[src/rtl/pisc_pkg.sv]
// ----------------------------------------------------------------------------
// Panel interlock switch controller package
// Shared types, codes and reset values for the switch controller.
// ----------------------------------------------------------------------------
package pisc_pkg;

   // Opcodes of an input beat.
   localparam logic OP_SWITCH = 1'b0;
   localparam logic OP_POLL   = 1'b1;

   // Switch numbers with special roles.
   localparam logic [3:0] SW_TOGGLE = 4'd3;
   localparam logic [3:0] SW_LIGHT  = 4'd6;
   localparam logic [3:0] SW_MIRROR = 4'd7;
   localparam logic [3:0] SW_FIRE   = 4'd8;
   localparam logic [3:0] SW_LAST   = 4'd9;
   localparam logic [3:0] SW_KEY    = 4'd10;

   // Key actions.
   localparam logic [1:0] KEY_NONE    = 2'd0;
   localparam logic [1:0] KEY_TAP     = 2'd1;
   localparam logic [1:0] KEY_HOLD    = 2'd2;
   localparam logic [1:0] KEY_RELEASE = 2'd3;

   // Function key numbering: switch n maps to F13 + n.
   localparam logic [4:0] KEY_BASE   = 5'd13;
   localparam logic [4:0] KEY_TOGGLE = 5'd16;
   localparam logic [4:0] KEY_FIRE   = 5'd21;

   // Worklight modes.
   localparam logic [1:0] WL_OFF   = 2'd0;
   localparam logic [1:0] WL_WHITE = 2'd1;
   localparam logic [1:0] WL_RED   = 2'd2;

   // Configuration register indexes.
   localparam int unsigned CSR_IDX_W = 3;
   localparam logic [CSR_IDX_W-1:0] CSR_HOLD_THRESHOLD = 3'd0;
   localparam logic [CSR_IDX_W-1:0] CSR_DIM_INTERVAL   = 3'd1;
   localparam logic [CSR_IDX_W-1:0] CSR_DIM_STEP       = 3'd2;
   localparam logic [CSR_IDX_W-1:0] CSR_DIM_FLOOR      = 3'd3;
   localparam logic [CSR_IDX_W-1:0] CSR_FULL_LEVEL     = 3'd4;
   localparam int unsigned CSR_DATA_W = 16;

   // Configuration reset values.
   localparam logic [15:0] RST_HOLD_THRESHOLD = 16'd500;
   localparam logic [15:0] RST_DIM_INTERVAL   = 16'd50;
   localparam logic [7:0]  RST_DIM_STEP       = 8'd5;
   localparam logic [7:0]  RST_DIM_FLOOR      = 8'd10;
   localparam logic [7:0]  RST_FULL_LEVEL     = 8'd255;
   localparam logic [7:0]  RST_LIGHT_LEVEL    = 8'd255;

   typedef struct packed {
      logic [15:0] hold_threshold_ms;
      logic [15:0] dim_interval_ms;
      logic [7:0]  dim_step;
      logic [7:0]  dim_floor;
      logic [7:0]  full_level;
   } cfg_type;

   typedef struct packed {
      logic        opcode;
      logic [3:0]  switch_id;
      logic        level;
      logic [31:0] now_ms;
      logic        all_low;
   } req_type;

   typedef struct packed {
      logic        locked;
      logic        confirmed;
      logic        arm_one;
      logic        toggle_three;
      logic [1:0]  light_mode;
      logic [7:0]  light_level;
      logic [31:0] press_start;
      logic        held_flag;
      logic [31:0] last_dim_time;
   } state_type;

   typedef struct packed {
      logic [1:0] key_action;
      logic [4:0] key_number;
      logic       led_write;
      logic [3:0] led_index;
      logic       led_on;
      logic       led_mirror_write;
      logic       worklight_write;
      logic [1:0] worklight_mode;
      logic [7:0] worklight_level;
      logic       failsafe;
      logic       locked_out;
      logic       confirmed_out;
   } rsp_type;

endpackage

[src/rtl/pisc_core.sv]
// ----------------------------------------------------------------------------
// Panel interlock switch controller step logic
// Computes the next panel state and the result beat for one input beat.
// ----------------------------------------------------------------------------
module pisc_core
   import pisc_pkg::*;
(
   input  req_type   req,
   input  state_type cur,
   input  cfg_type   cfg,
   output state_type nxt,
   output rsp_type   rsp
);

   logic        enabled;
   logic [31:0] press_base;
   logic [31:0] press_dur;
   logic [31:0] since_dim;
   logic [31:0] hold_thr;
   logic        past_hold;
   logic        short_press;
   logic        dim_due;
   logic [7:0]  dimmed_level;
   logic [1:0]  cycled_mode;
   logic [7:0]  cycled_level;

   always_comb begin
      enabled    = !cur.locked && cur.confirmed;
      // A new press starts now, so its duration is zero on the first beat.
      press_base = cur.held_flag ? cur.press_start : req.now_ms;
      press_dur  = req.now_ms - press_base;
      since_dim  = req.now_ms - cur.last_dim_time;
      hold_thr   = {16'd0, cfg.hold_threshold_ms};
      past_hold  = press_dur > hold_thr;
      short_press = press_dur < hold_thr;
      dim_due    = since_dim > {16'd0, cfg.dim_interval_ms};

      if (cur.light_level > cfg.dim_floor) begin
         dimmed_level = (cur.light_level > cfg.dim_step) ?
                        cur.light_level - cfg.dim_step : 8'd0;
      end else begin
         dimmed_level = cfg.full_level;
      end

      unique case (cur.light_mode)
         WL_OFF: begin
            cycled_mode  = WL_WHITE;
            cycled_level = cfg.full_level;
         end
         WL_WHITE: begin
            cycled_mode  = WL_RED;
            cycled_level = cfg.full_level;
         end
         WL_RED: begin
            cycled_mode  = WL_OFF;
            cycled_level = cfg.full_level;
         end
         default: begin
            cycled_mode  = cur.light_mode;
            cycled_level = cur.light_level;
         end
      endcase
   end

   always_comb begin
      nxt = cur;
      rsp = '0;

      if (req.opcode == OP_POLL) begin
         if (req.all_low) begin
            nxt.confirmed = 1'b1;
         end
      end else if (req.switch_id == SW_KEY) begin
         if (req.level) begin
            nxt.locked    = 1'b0;
            nxt.confirmed = req.all_low;
         end else begin
            // Locking turns the light off but keeps its brightness.
            nxt.locked          = 1'b1;
            nxt.confirmed       = 1'b0;
            nxt.light_mode      = WL_OFF;
            rsp.worklight_write = 1'b1;
         end
      end else if (req.switch_id <= SW_LAST) begin
         if (req.switch_id == SW_TOGGLE) begin
            if (req.level && enabled) begin
               nxt.toggle_three = !cur.toggle_three;
               rsp.key_action   = nxt.toggle_three ? KEY_HOLD : KEY_RELEASE;
               rsp.key_number   = KEY_TOGGLE;
            end
            if (!cur.locked) begin
               rsp.led_write = 1'b1;
               rsp.led_index = SW_TOGGLE;
               rsp.led_on    = nxt.toggle_three;
            end
         end else if (req.switch_id == SW_FIRE) begin
            if (req.level && enabled) begin
               if (cur.arm_one) begin
                  rsp.key_action = KEY_TAP;
                  rsp.key_number = KEY_FIRE;
                  rsp.led_write  = 1'b1;
                  rsp.led_index  = SW_FIRE;
                  rsp.led_on     = 1'b1;
               end else begin
                  rsp.failsafe = 1'b1;
               end
            end
         end else begin
            if (req.switch_id == SW_LIGHT) begin
               if (req.level) begin
                  if (!cur.held_flag) begin
                     nxt.press_start = req.now_ms;
                     nxt.held_flag   = 1'b1;
                  end
                  if (past_hold && cur.light_mode != WL_OFF && dim_due) begin
                     nxt.last_dim_time   = req.now_ms;
                     nxt.light_level     = dimmed_level;
                     rsp.worklight_write = 1'b1;
                  end
                  nxt.arm_one = 1'b1;
               end else begin
                  if (cur.held_flag) begin
                     if (short_press) begin
                        nxt.light_mode      = cycled_mode;
                        nxt.light_level     = cycled_level;
                        rsp.worklight_write = 1'b1;
                     end
                     nxt.held_flag = 1'b0;
                  end
                  nxt.arm_one = 1'b0;
               end
            end
            if (req.level && enabled) begin
               rsp.key_action = KEY_TAP;
               rsp.key_number = KEY_BASE + {1'b0, req.switch_id};
            end
            if (!cur.locked) begin
               rsp.led_write = 1'b1;
               rsp.led_index = req.switch_id;
               rsp.led_on    = req.level;
               rsp.led_mirror_write = (req.switch_id == SW_LIGHT) ||
                                      (req.switch_id == SW_MIRROR);
            end
         end
      end

      rsp.worklight_mode  = nxt.light_mode;
      rsp.worklight_level = nxt.light_level;
      rsp.locked_out      = nxt.locked;
      rsp.confirmed_out   = nxt.confirmed;
   end

endmodule

[src/rtl/panel_interlock_switch_controller.sv]
// ----------------------------------------------------------------------------
// Panel interlock switch controller
// Lock, confirmation, arming, toggle and worklight control for a switch panel.
//
//   Channel  Direction  Handshake          Content
//   req_     in         valid / stall      switch event or poll
//   rsp_     out        valid / stall      key, indicator and worklight result
//   csr_     in         valid / ready      register index and write data
//
// One result beat per request beat; a beat passes through the input register,
// then the result register, and a new beat is taken every cycle unless
// stalled. The panel state updates as a beat moves into the result register.
// A stalled result holds; the input register keeps taking a beat while the
// result register is free or being emptied. Reset leaves the panel locked and
// the registers at their defaults; csr_ready is always high.
// ----------------------------------------------------------------------------
module panel_interlock_switch_controller
   import pisc_pkg::*;
(
   input  logic                  clock,
   input  logic                  reset,

   input  logic                  req_valid,
   output logic                  req_stall,
   input  logic                  req_opcode,
   input  logic [3:0]            req_switch_id,
   input  logic                  req_level,
   input  logic [31:0]           req_now_ms,
   input  logic                  req_all_low,

   output logic                  rsp_valid,
   input  logic                  rsp_stall,
   output logic [1:0]            rsp_key_action,
   output logic [4:0]            rsp_key_number,
   output logic                  rsp_led_write,
   output logic [3:0]            rsp_led_index,
   output logic                  rsp_led_on,
   output logic                  rsp_led_mirror_write,
   output logic                  rsp_worklight_write,
   output logic [1:0]            rsp_worklight_mode,
   output logic [7:0]            rsp_worklight_level,
   output logic                  rsp_failsafe,
   output logic                  rsp_locked_out,
   output logic                  rsp_confirmed_out,

   input  logic                  csr_valid,
   output logic                  csr_ready,
   input  logic [CSR_IDX_W-1:0]  csr_index,
   input  logic [CSR_DATA_W-1:0] csr_wdata
);

   req_type   req_ff;
   logic      req_valid_ff;
   state_type state_ff;
   state_type state_in;
   cfg_type   cfg_ff;
   rsp_type   rsp_ff;
   rsp_type   rsp_in;
   logic      rsp_valid_ff;
   logic      rsp_free;
   logic      advance;
   logic      req_take;

   assign rsp_free  = !rsp_valid_ff || !rsp_stall;
   assign advance   = req_valid_ff && rsp_free;
   assign req_stall = req_valid_ff && !rsp_free;
   assign req_take  = req_valid && !req_stall;
   assign csr_ready = 1'b1;

   pisc_core u_core (
      .req (req_ff),
      .cur (state_ff),
      .cfg (cfg_ff),
      .nxt (state_in),
      .rsp (rsp_in)
   );

   // Input register.
   always_ff @(posedge clock) begin
      if (reset) begin
         req_valid_ff <= 1'b0;
      end else if (req_take) begin
         req_valid_ff <= 1'b1;
      end else if (advance) begin
         req_valid_ff <= 1'b0;
      end
   end

   always_ff @(posedge clock) begin
      if (req_take) begin
         req_ff.opcode    <= req_opcode;
         req_ff.switch_id <= req_switch_id;
         req_ff.level     <= req_level;
         req_ff.now_ms    <= req_now_ms;
         req_ff.all_low   <= req_all_low;
      end
   end

   // Panel state.
   always_ff @(posedge clock) begin
      if (reset) begin
         state_ff.locked        <= 1'b1;
         state_ff.confirmed     <= 1'b1;
         state_ff.arm_one       <= 1'b0;
         state_ff.toggle_three  <= 1'b0;
         state_ff.light_mode    <= WL_OFF;
         state_ff.light_level   <= RST_LIGHT_LEVEL;
         state_ff.press_start   <= 32'd0;
         state_ff.held_flag     <= 1'b0;
         state_ff.last_dim_time <= 32'd0;
      end else if (advance) begin
         state_ff <= state_in;
      end
   end

   // Result register.
   always_ff @(posedge clock) begin
      if (reset) begin
         rsp_valid_ff <= 1'b0;
      end else if (rsp_free) begin
         rsp_valid_ff <= advance;
      end
   end

   always_ff @(posedge clock) begin
      if (advance) begin
         rsp_ff <= rsp_in;
      end
   end

   // Configuration registers.
   always_ff @(posedge clock) begin
      if (reset) begin
         cfg_ff.hold_threshold_ms <= RST_HOLD_THRESHOLD;
         cfg_ff.dim_interval_ms   <= RST_DIM_INTERVAL;
         cfg_ff.dim_step          <= RST_DIM_STEP;
         cfg_ff.dim_floor         <= RST_DIM_FLOOR;
         cfg_ff.full_level        <= RST_FULL_LEVEL;
      end else if (csr_valid && csr_ready) begin
         unique case (csr_index)
            CSR_HOLD_THRESHOLD: cfg_ff.hold_threshold_ms <= csr_wdata;
            CSR_DIM_INTERVAL:   cfg_ff.dim_interval_ms   <= csr_wdata;
            CSR_DIM_STEP:       cfg_ff.dim_step          <= csr_wdata[7:0];
            CSR_DIM_FLOOR:      cfg_ff.dim_floor         <= csr_wdata[7:0];
            CSR_FULL_LEVEL:     cfg_ff.full_level        <= csr_wdata[7:0];
            default: begin
            end
         endcase
      end
   end

   assign rsp_valid            = rsp_valid_ff;
   assign rsp_key_action       = rsp_ff.key_action;
   assign rsp_key_number       = rsp_ff.key_number;
   assign rsp_led_write        = rsp_ff.led_write;
   assign rsp_led_index        = rsp_ff.led_index;
   assign rsp_led_on           = rsp_ff.led_on;
   assign rsp_led_mirror_write = rsp_ff.led_mirror_write;
   assign rsp_worklight_write  = rsp_ff.worklight_write;
   assign rsp_worklight_mode   = rsp_ff.worklight_mode;
   assign rsp_worklight_level  = rsp_ff.worklight_level;
   assign rsp_failsafe         = rsp_ff.failsafe;
   assign rsp_locked_out       = rsp_ff.locked_out;
   assign rsp_confirmed_out    = rsp_ff.confirmed_out;

   // A beat leaving the input register always lands in the result register.
   a_advance_lands: assert property (@(posedge clock) disable iff (reset)
      advance |=> rsp_valid_ff)
      else $error("beat left the input register without a result");

   // The input side only stalls while both stages hold a beat.
   a_stall_full: assert property (@(posedge clock) disable iff (reset)
      req_stall |-> (req_valid_ff && rsp_valid_ff))
      else $error("input stalled with a free stage");

   // A locked panel never emits a key.
   a_locked_no_key: assert property (@(posedge clock) disable iff (reset)
      (rsp_valid_ff && rsp_ff.locked_out) |-> (rsp_ff.key_action == KEY_NONE))
      else $error("key emitted while locked");

   // Failsafe excludes the fire key and its indicator.
   a_failsafe_alone: assert property (@(posedge clock) disable iff (reset)
      (rsp_valid_ff && rsp_ff.failsafe) |->
         (rsp_ff.key_action == KEY_NONE && !rsp_ff.led_write))
      else $error("failsafe together with a key or indicator");

endmodule

[config.mk]
export PLATFORM = sky130hd
export DESIGN_NAME = panel_interlock_switch_controller
export DESIGN_NICKNAME = d
export VERILOG_FILES = /design/src/rtl/pisc_pkg.sv /design/src/rtl/pisc_core.sv /design/src/rtl/panel_interlock_switch_controller.sv
export SDC_FILE = /design/constraint.sdc
export NUM_CORES = 1
export LEC_CHECK = 0
export ABC_CLOCK_PERIOD_IN_PS = 5000
export BUFFER_PORTS_ARGS = -buffer_cell sky130_fd_sc_hd__buf_2
export CAP_MARGIN = 0
export CORE_ASPECT_RATIO = 1.1
export CORE_UTILIZATION = 30
export CTS_BUF_LIST = sky130_fd_sc_hd__clkbuf_8
export DETAILED_ROUTE_END_ITERATION = 10
export SYNTH_ARGS = -nofsm -noshare
export SYNTH_HDL_FRONTEND = slang
export SYNTH_SLANG_ARGS = --single-unit
export TNS_END_PERCENT = 100
[constraint.sdc]
create_clock -name clock -period 5 [get_ports clock]
set_clock_uncertainty 0.2 [all_clocks]
set_input_delay 1 -clock clock [delete_from_list [all_inputs] [get_ports clock]]
set_output_delay 1 -clock clock [all_outputs]
set_load 0.05 [all_outputs]
Word level (Yosys, flattened, before mapping)
Cells that the tools add are included.
Storage, ports and cells
  register bits after elaboration: 204
  input port bits: 63
  output and inout bits: 31
  logic and storage cells: 145
Operators by class
  add/sub/neg operators: 4
  magnitude comparators: 6
  eq/ne operators: 11
  multiplexer cells: 52
  bitwise gates (word level): 7
  reduce and logical (&&, ||, !) cells: 32
Operators with widths (count)
  75-bit 2-to-1 mux: 5
  32-bit 2-to-1 mux: 4
  73-bit 2-to-1 mux: 1
  32-bit by 16-bit greater-than comparator with 1-bit output: 2
  32-bit subtractor: 2
  8-bit 2-to-1 mux: 5
  13-bit 2-to-1 mux: 3
  33-bit 2-to-1 mux: 1
  32-bit by 16-bit less-than comparator with 1-bit output: 1
  1-bit 2-to-1 mux: 20
  10-bit 2-to-1 mux: 2
  9-bit AND reduction: 2
  8-bit greater-than comparator: 2
  7-bit 2-to-1 mux: 2
  12-bit 2-to-1 mux: 1
  6-bit 2-to-1 mux: 2
  6-bit OR reduction: 2
  2-bit 2-to-1 mux: 5
  2-bit AND reduction: 5
  4-bit by 3-bit == test with 1-bit output (second input constant): 2
  4-bit == test (second input constant): 2
  8-bit subtractor: 1
  1-bit logical AND: 7
  1-bit inverter: 7
  17 further kinds: 26

Logic depth before layout (Yosys ltp)
  depth after elaboration: 13
  depth in mapped cells: 24
  depth with buffers taken out: 21

By module
Synthesis repeated with hierarchy kept, for this count alone.
Unflattened totals
  cell total of the unflattened synthesis: 1740
  area total of the unflattened synthesis: 15265.9 um2
By module, submodules not included
  panel_interlock_switch_controller: instances 1, cells each 638, area an instance 7880.1 um2, sequential area each 4754.6 um2
  pisc_core: instances 1, cells each 1102, area an instance 7385.8 um2, sequential area each 0.0 um2

Worst setup path before layout
No wires, ideal clock.
  path type: reg2reg
  start point: reg, netlist name state_ff[76]
  end point: reg rsp_ff, in the netlist rsp_worklight_level[0], data pin
  setup time: 0.271 ns
  data arrival time: 4.667 ns
  path slack: -0.137 ns
  cell stages (with the launch flop): 22
  path buffers: 2
  cells stage by stage: dfxtp_1 clkbuf_1 clkbuf_1 o21ai_0 ha_1 fa_1 nand2b_1 a21oi_1 o21ai_0 o21ai_0 xor2_1 ha_1 a21o_1 a21oi_1 o21ai_0 o32a_1 nor2_1 nand4b_1 o31ai_1 nand2_1 o21ba_4 o221ai_1
RTL lines
  to (signal assigned): RTL line panel_interlock_switch_controller.sv:127  | rsp_ff <= rsp_in;
  to (decl): RTL line panel_interlock_switch_controller.sv:57  | rsp_type rsp_ff;

Worst setup path after layout
  start point: reg req_ff[1] in the netlist's numbering
  end point: reg state_ff[0] in the netlist's numbering
Between the ends
  word-level cells in the longest chain between the ends: 6
  elaborated cells between the ends (all ways): 8
  classes of those cells: add/sub: 2; order compare: 2; mux: 1; reduce/logical: 3
Ends and longest elaborated chain
  from (decl): RTL line panel_interlock_switch_controller.sv:52  | req_type req_ff;
  32-bit 2-to-1 mux: RTL line pisc_core.sv:30  | press_base = cur.held_flag ? cur.press_start : req.now_ms;
  32-bit subtractor: RTL line pisc_core.sv:31  | press_dur = req.now_ms - press_base;
  32-bit by 16-bit greater-than comparator with 1-bit output: RTL line pisc_core.sv:34  | past_hold = press_dur > hold_thr;
  1-bit logical AND (2 in a row): RTL line pisc_core.sv:115  | if (past_hold && cur.light_mode != WL_OFF && dim_due) begin
  9-bit AND reduction (no source line)
  to (signal assigned): RTL line panel_interlock_switch_controller.sv:112  | state_ff <= state_in;
  to (decl): RTL line panel_interlock_switch_controller.sv:54  | state_type state_ff;
Several ways; a longest one is shown, not always the timed one.
A chain may end at the register's enable or synchronous reset.

==> metrics.md <==
| Metric | Value |
|---|---|
| CP max-delay cell | or4_4 |
| Largest family of logic cells by synthesized area | simple AND/OR/NAND/NOR gates |
| Core area | 0.04480 mm² |
| Failing checks | negative setup slack |
| Avg Inst Size Synth | 8.329 µm² |
| CTS Buf Count | 38 |
| Final wirelength | 41.17 mm |
| CTS Buffer Depth | 3 |
| Multi-input logic area | 0.008543 mm² |
| Worst VDD drop | 0.1112 mV |
| Worst skew pair latency | 600 ps |
| Most common flop cell mapped by yosys | dfxtp_1 |
| Post-Synthesis Cell Area | 0.01374 mm² |
| Critical Path Sink Type | register |
| Post-Synth Simple-Gate Area | 20.85% |
| LEAKAGE | 6.464 nW |
| Post-Synth XOR/XNOR Area | 2.804% |
| Worst Hold Path EP | state_ff[47] |
| Drt drc | 0 |
| Area Overhead vs Synth | 21.48% |
| Final Util | 37.27% |
| Syn nets | 1,836 |
| Worst slew pin tran | 1109 ps |
| CTS tree | built |
| Met1 WL | 18.19 mm |
| CP Cell Sequence | inv_2, ha_4, inv_2, fa_2, a211oi_4, buf_4, o211a_1, a211oi_2, or2_4, xor2_1, ha_1, nand4_1, or4_4, o21ai_2, o21ai_2, o2111ai_2, nor4_2, o2111a_2, nor4_4, clkbuf_16, mux2i_1, nor2_1 |
| Count of flip-flops with a built-in enable after synthesis | 67 |
| Layout cells sized above 1 | 18.43% |
| I/O pin cnt | 94 |
| Port buffer count | 92 |
| Post-route ant nets | 0 |
| Max layer used | met4 |
| R2R cell count | 22 |
| Vias | 12,570 |
| Largest net degree at the start of global routing | 95 |
| First-pass GRT wire length | 63.91 mm |
| Root Buffer | clkbuf_8 |
| Mux contribution to synthesized area | 5.408% |
| Total GRT Usage | 17.40% |
| Number of global-route vias before repair | 12,210 |
| RSZ-0062 raised after global routing | yes |
| Post-synth top area cell | dfxtp_1 |
| Met3 WL post-DR | 1.678 mm |
| Synth top area share | 19.81% |
| Max Cap Viol | 0 |
| Worst min path class | reg2reg |
| CTS H-tree lvls | 2 |
| Gate Count Post-Synth | 1,650 |
| Cell variety after synth | 83 |
| Chip height | 226.5 µm |
| Slowest stage delay, CP | 580 ps |
| Pwr Density | 265.1 mW/mm² |
| Setup ws final | -97.09 ps |
| DRT iter0 DRCs | 734 |
| Hold Path Cell Cnt | 2 |
| Run status | finished, violations left |
| Via density | 5.120 |
| Hold Path Origin | state_ff[47] |
| Count of final setup violators | 40 |
| FMAX | 196.2 MHz |
| Arrival @ worst endpoint | 5330 ps |
| Worst r2r dst | state_ff[0] |
| Die footprint | 0.04667 mm² |
| FF+latch count, synth | 203 |
| Synth Area in Adders | 11.36% |
| Req. time, crit path | 5240 ps |
| Final Hold Fails | 0 |
| CTS clk-pin slew, worst paths | 60 ps |
| Rel. slew slack | 26.03% |
| Met2 Wirelength | 19.68 mm |
| GRT overflow | 0 |
| Clk sink count | 203 |
| Most frequent cell after synthesis | nand2_1 |
| Synth area leaders | dfxtp_1 (20%), edfxtp_1 (15%), ha_1 (11%) |
| R2R setup slack | -100 ps |
| Yosys warns | 0 |
| CP Launch Type | register |
| 1st-pass router iterations | 5 |
| Drt wl/cell | 16.78 µm |
| Number of placement rows | 81 |
| Synth cell count leaders | nand2_1 (257), a21oi_1 (178), dfxtp_1 (136) |
| Hold_ws | 252.6 ps |
| FFs w/ async S/R, synth | 0% |
| Max-slew violations | 0 |
| Die width | 206.1 µm |
| Final nets | 2,030 |
| Placer congestion estimate | 0.9333 |
| Worst R2R Start | req_ff[1] |
| Post-DP HPWL | 31.62 mm |
| # fillers | 4,589 |
| Antenna violations before repair | 0 |
| WS Path Type | reg2reg |
| Reg area | 0.004736 mm² |
| Sequential fraction of the synthesis area | 34.45% |
| Critical Path Fanout Max | 8 |
| Period minus WS final | 5097 ps |
| Final period utilization | 101.9% |
| Starting density of the core | 30.68% |
| Compound-gate portion of the synthesized area | 19.83% |
[power by group]
| part | internal, mW | switching (mW) | total, mW |
|---|---|---|---|
| Sequential | 1.75 | 0.0415 | 1.79 |
| Clock | 0.948 | 0.755 | 1.70 |
| Combinational | 0.380 | 0.554 | 0.934 |
[critical path, delay by kind of cell, from the launching register on]
kind,cells,cell delay (ps)
buffers and inverters,4,590
xor gates and xnor gates,1,140
adders and majority gates,3,780
and+or+nand+nor,6,1520
AOI/OAI and AO/OA,7,1080
muxes,1,200
DFF,1,410
[through the flow]
step           std cells  power (mW)  TNS, ps  instance area [µm²]  setup slack [ps]
2_1_floorplan       1650       2.399        0                13740             12.09
3_3_place_gp        2371       2.716    -1972                15520            -70.36
3_5_place_dp        2371       2.724    -5473                15520            -190.9
4_1_cts             2440       4.456        0                16350             35.50
5_1_grt             2453       4.653   -11430                16690            -332.8
6_report            2454       4.426    -2456                16690            -97.09
[cells by family (layout without fill, tap and decap cells)]
kind of cell	count (synthesis)	in the layout
AOI/OAI and AO/OA	422	422
DFF	203	203
and+or+nand+nor	605	605
other	1	2
xor gates and xnor gates	44	44
adders and majority gates	123	123
muxes	74	74
buffers and inverters	178	400
[flip-flops by register name, indices dropped and copies added (netlist names), 2 cells and up]
name and cells:
cfg_ff 56, rsp_led_index 4, state_ff 78, rsp_worklight_mode 2, rsp_key_number 5, req_ff 39, rsp_worklight_level 8, rsp_key_action 2
[routing by layer]
layer | vias to the layer above | track usage, %
met4 | 0 | 7.021
met1 | 5848 | 21.53
met5 | - | 0
met2 | 287 | 29.89
li1 | 6332 | -
met3 | 98 | 2.731
[placed cells by master, fill, tap and decap left out, types with 11 or more instances in the layout]
cell type / n
nand2b_1: 13
xnor2_1: 25
a21oi_1: 169
nor2b_1: 11
o21ai_0: 50
nand3_1: 38
ha_1: 117
a211oi_1: 15
inv_1: 122
dfxtp_1: 135
and3_1: 16
xor2_1: 19
nand3b_1: 17
edfxtp_1: 67
a211o_1: 14
nor2_1: 122
o21a_1: 11
a21o_1: 27
mux2i_1: 71
buf_4: 121
nand4_1: 29
o21ai_1: 15
nor4_1: 11
and2_1: 14
buf_2: 92
clkbuf_8: 43
nand2_1: 256
o211ai_1: 12
nor3_1: 25
[how the worst max path moves through the flow]
stage / to / from / slack (ps)
3_3_place_gp: state_ff[70] / req_ff[1] / -70
2_1_floorplan: rsp_worklight_level[0] / state_ff[76] / 10
6_report: state_ff[0] / req_ff[1] / -100
4_1_cts: rsp_worklight_level[2] / req_ff[11] / 40
5_1_grt: state_ff[6] / req_ff[1] / -330
3_5_place_dp: rsp_worklight_level[2] / req_ff[1] / -190
[area by class of cell]
type,count,area share (%)
multi-input combinational,1269,51.17
sequential,203,28.37
timing repair buffer,221,8.896
tap,581,4.354
clock buffer,43,3.545
inverter,111,2.496
clock inverter,25,1.154
antenna,1,0.01499
[what timing repair did]
| item | CTS | global route |
|---|---|---|
| hold buffers | 0 | 0 |
| gates resized for setup | 11 | 55 |
| cloned | 0 | 3 |
| setup endpoints to repair | 49 | 53 |
| setup buffers | 1 | 10 |
| hold endpoints to repair | 0 | 0 |
| pin swaps | 4 | 31 |
Note: power is estimated with default switching activity, not from simulation.
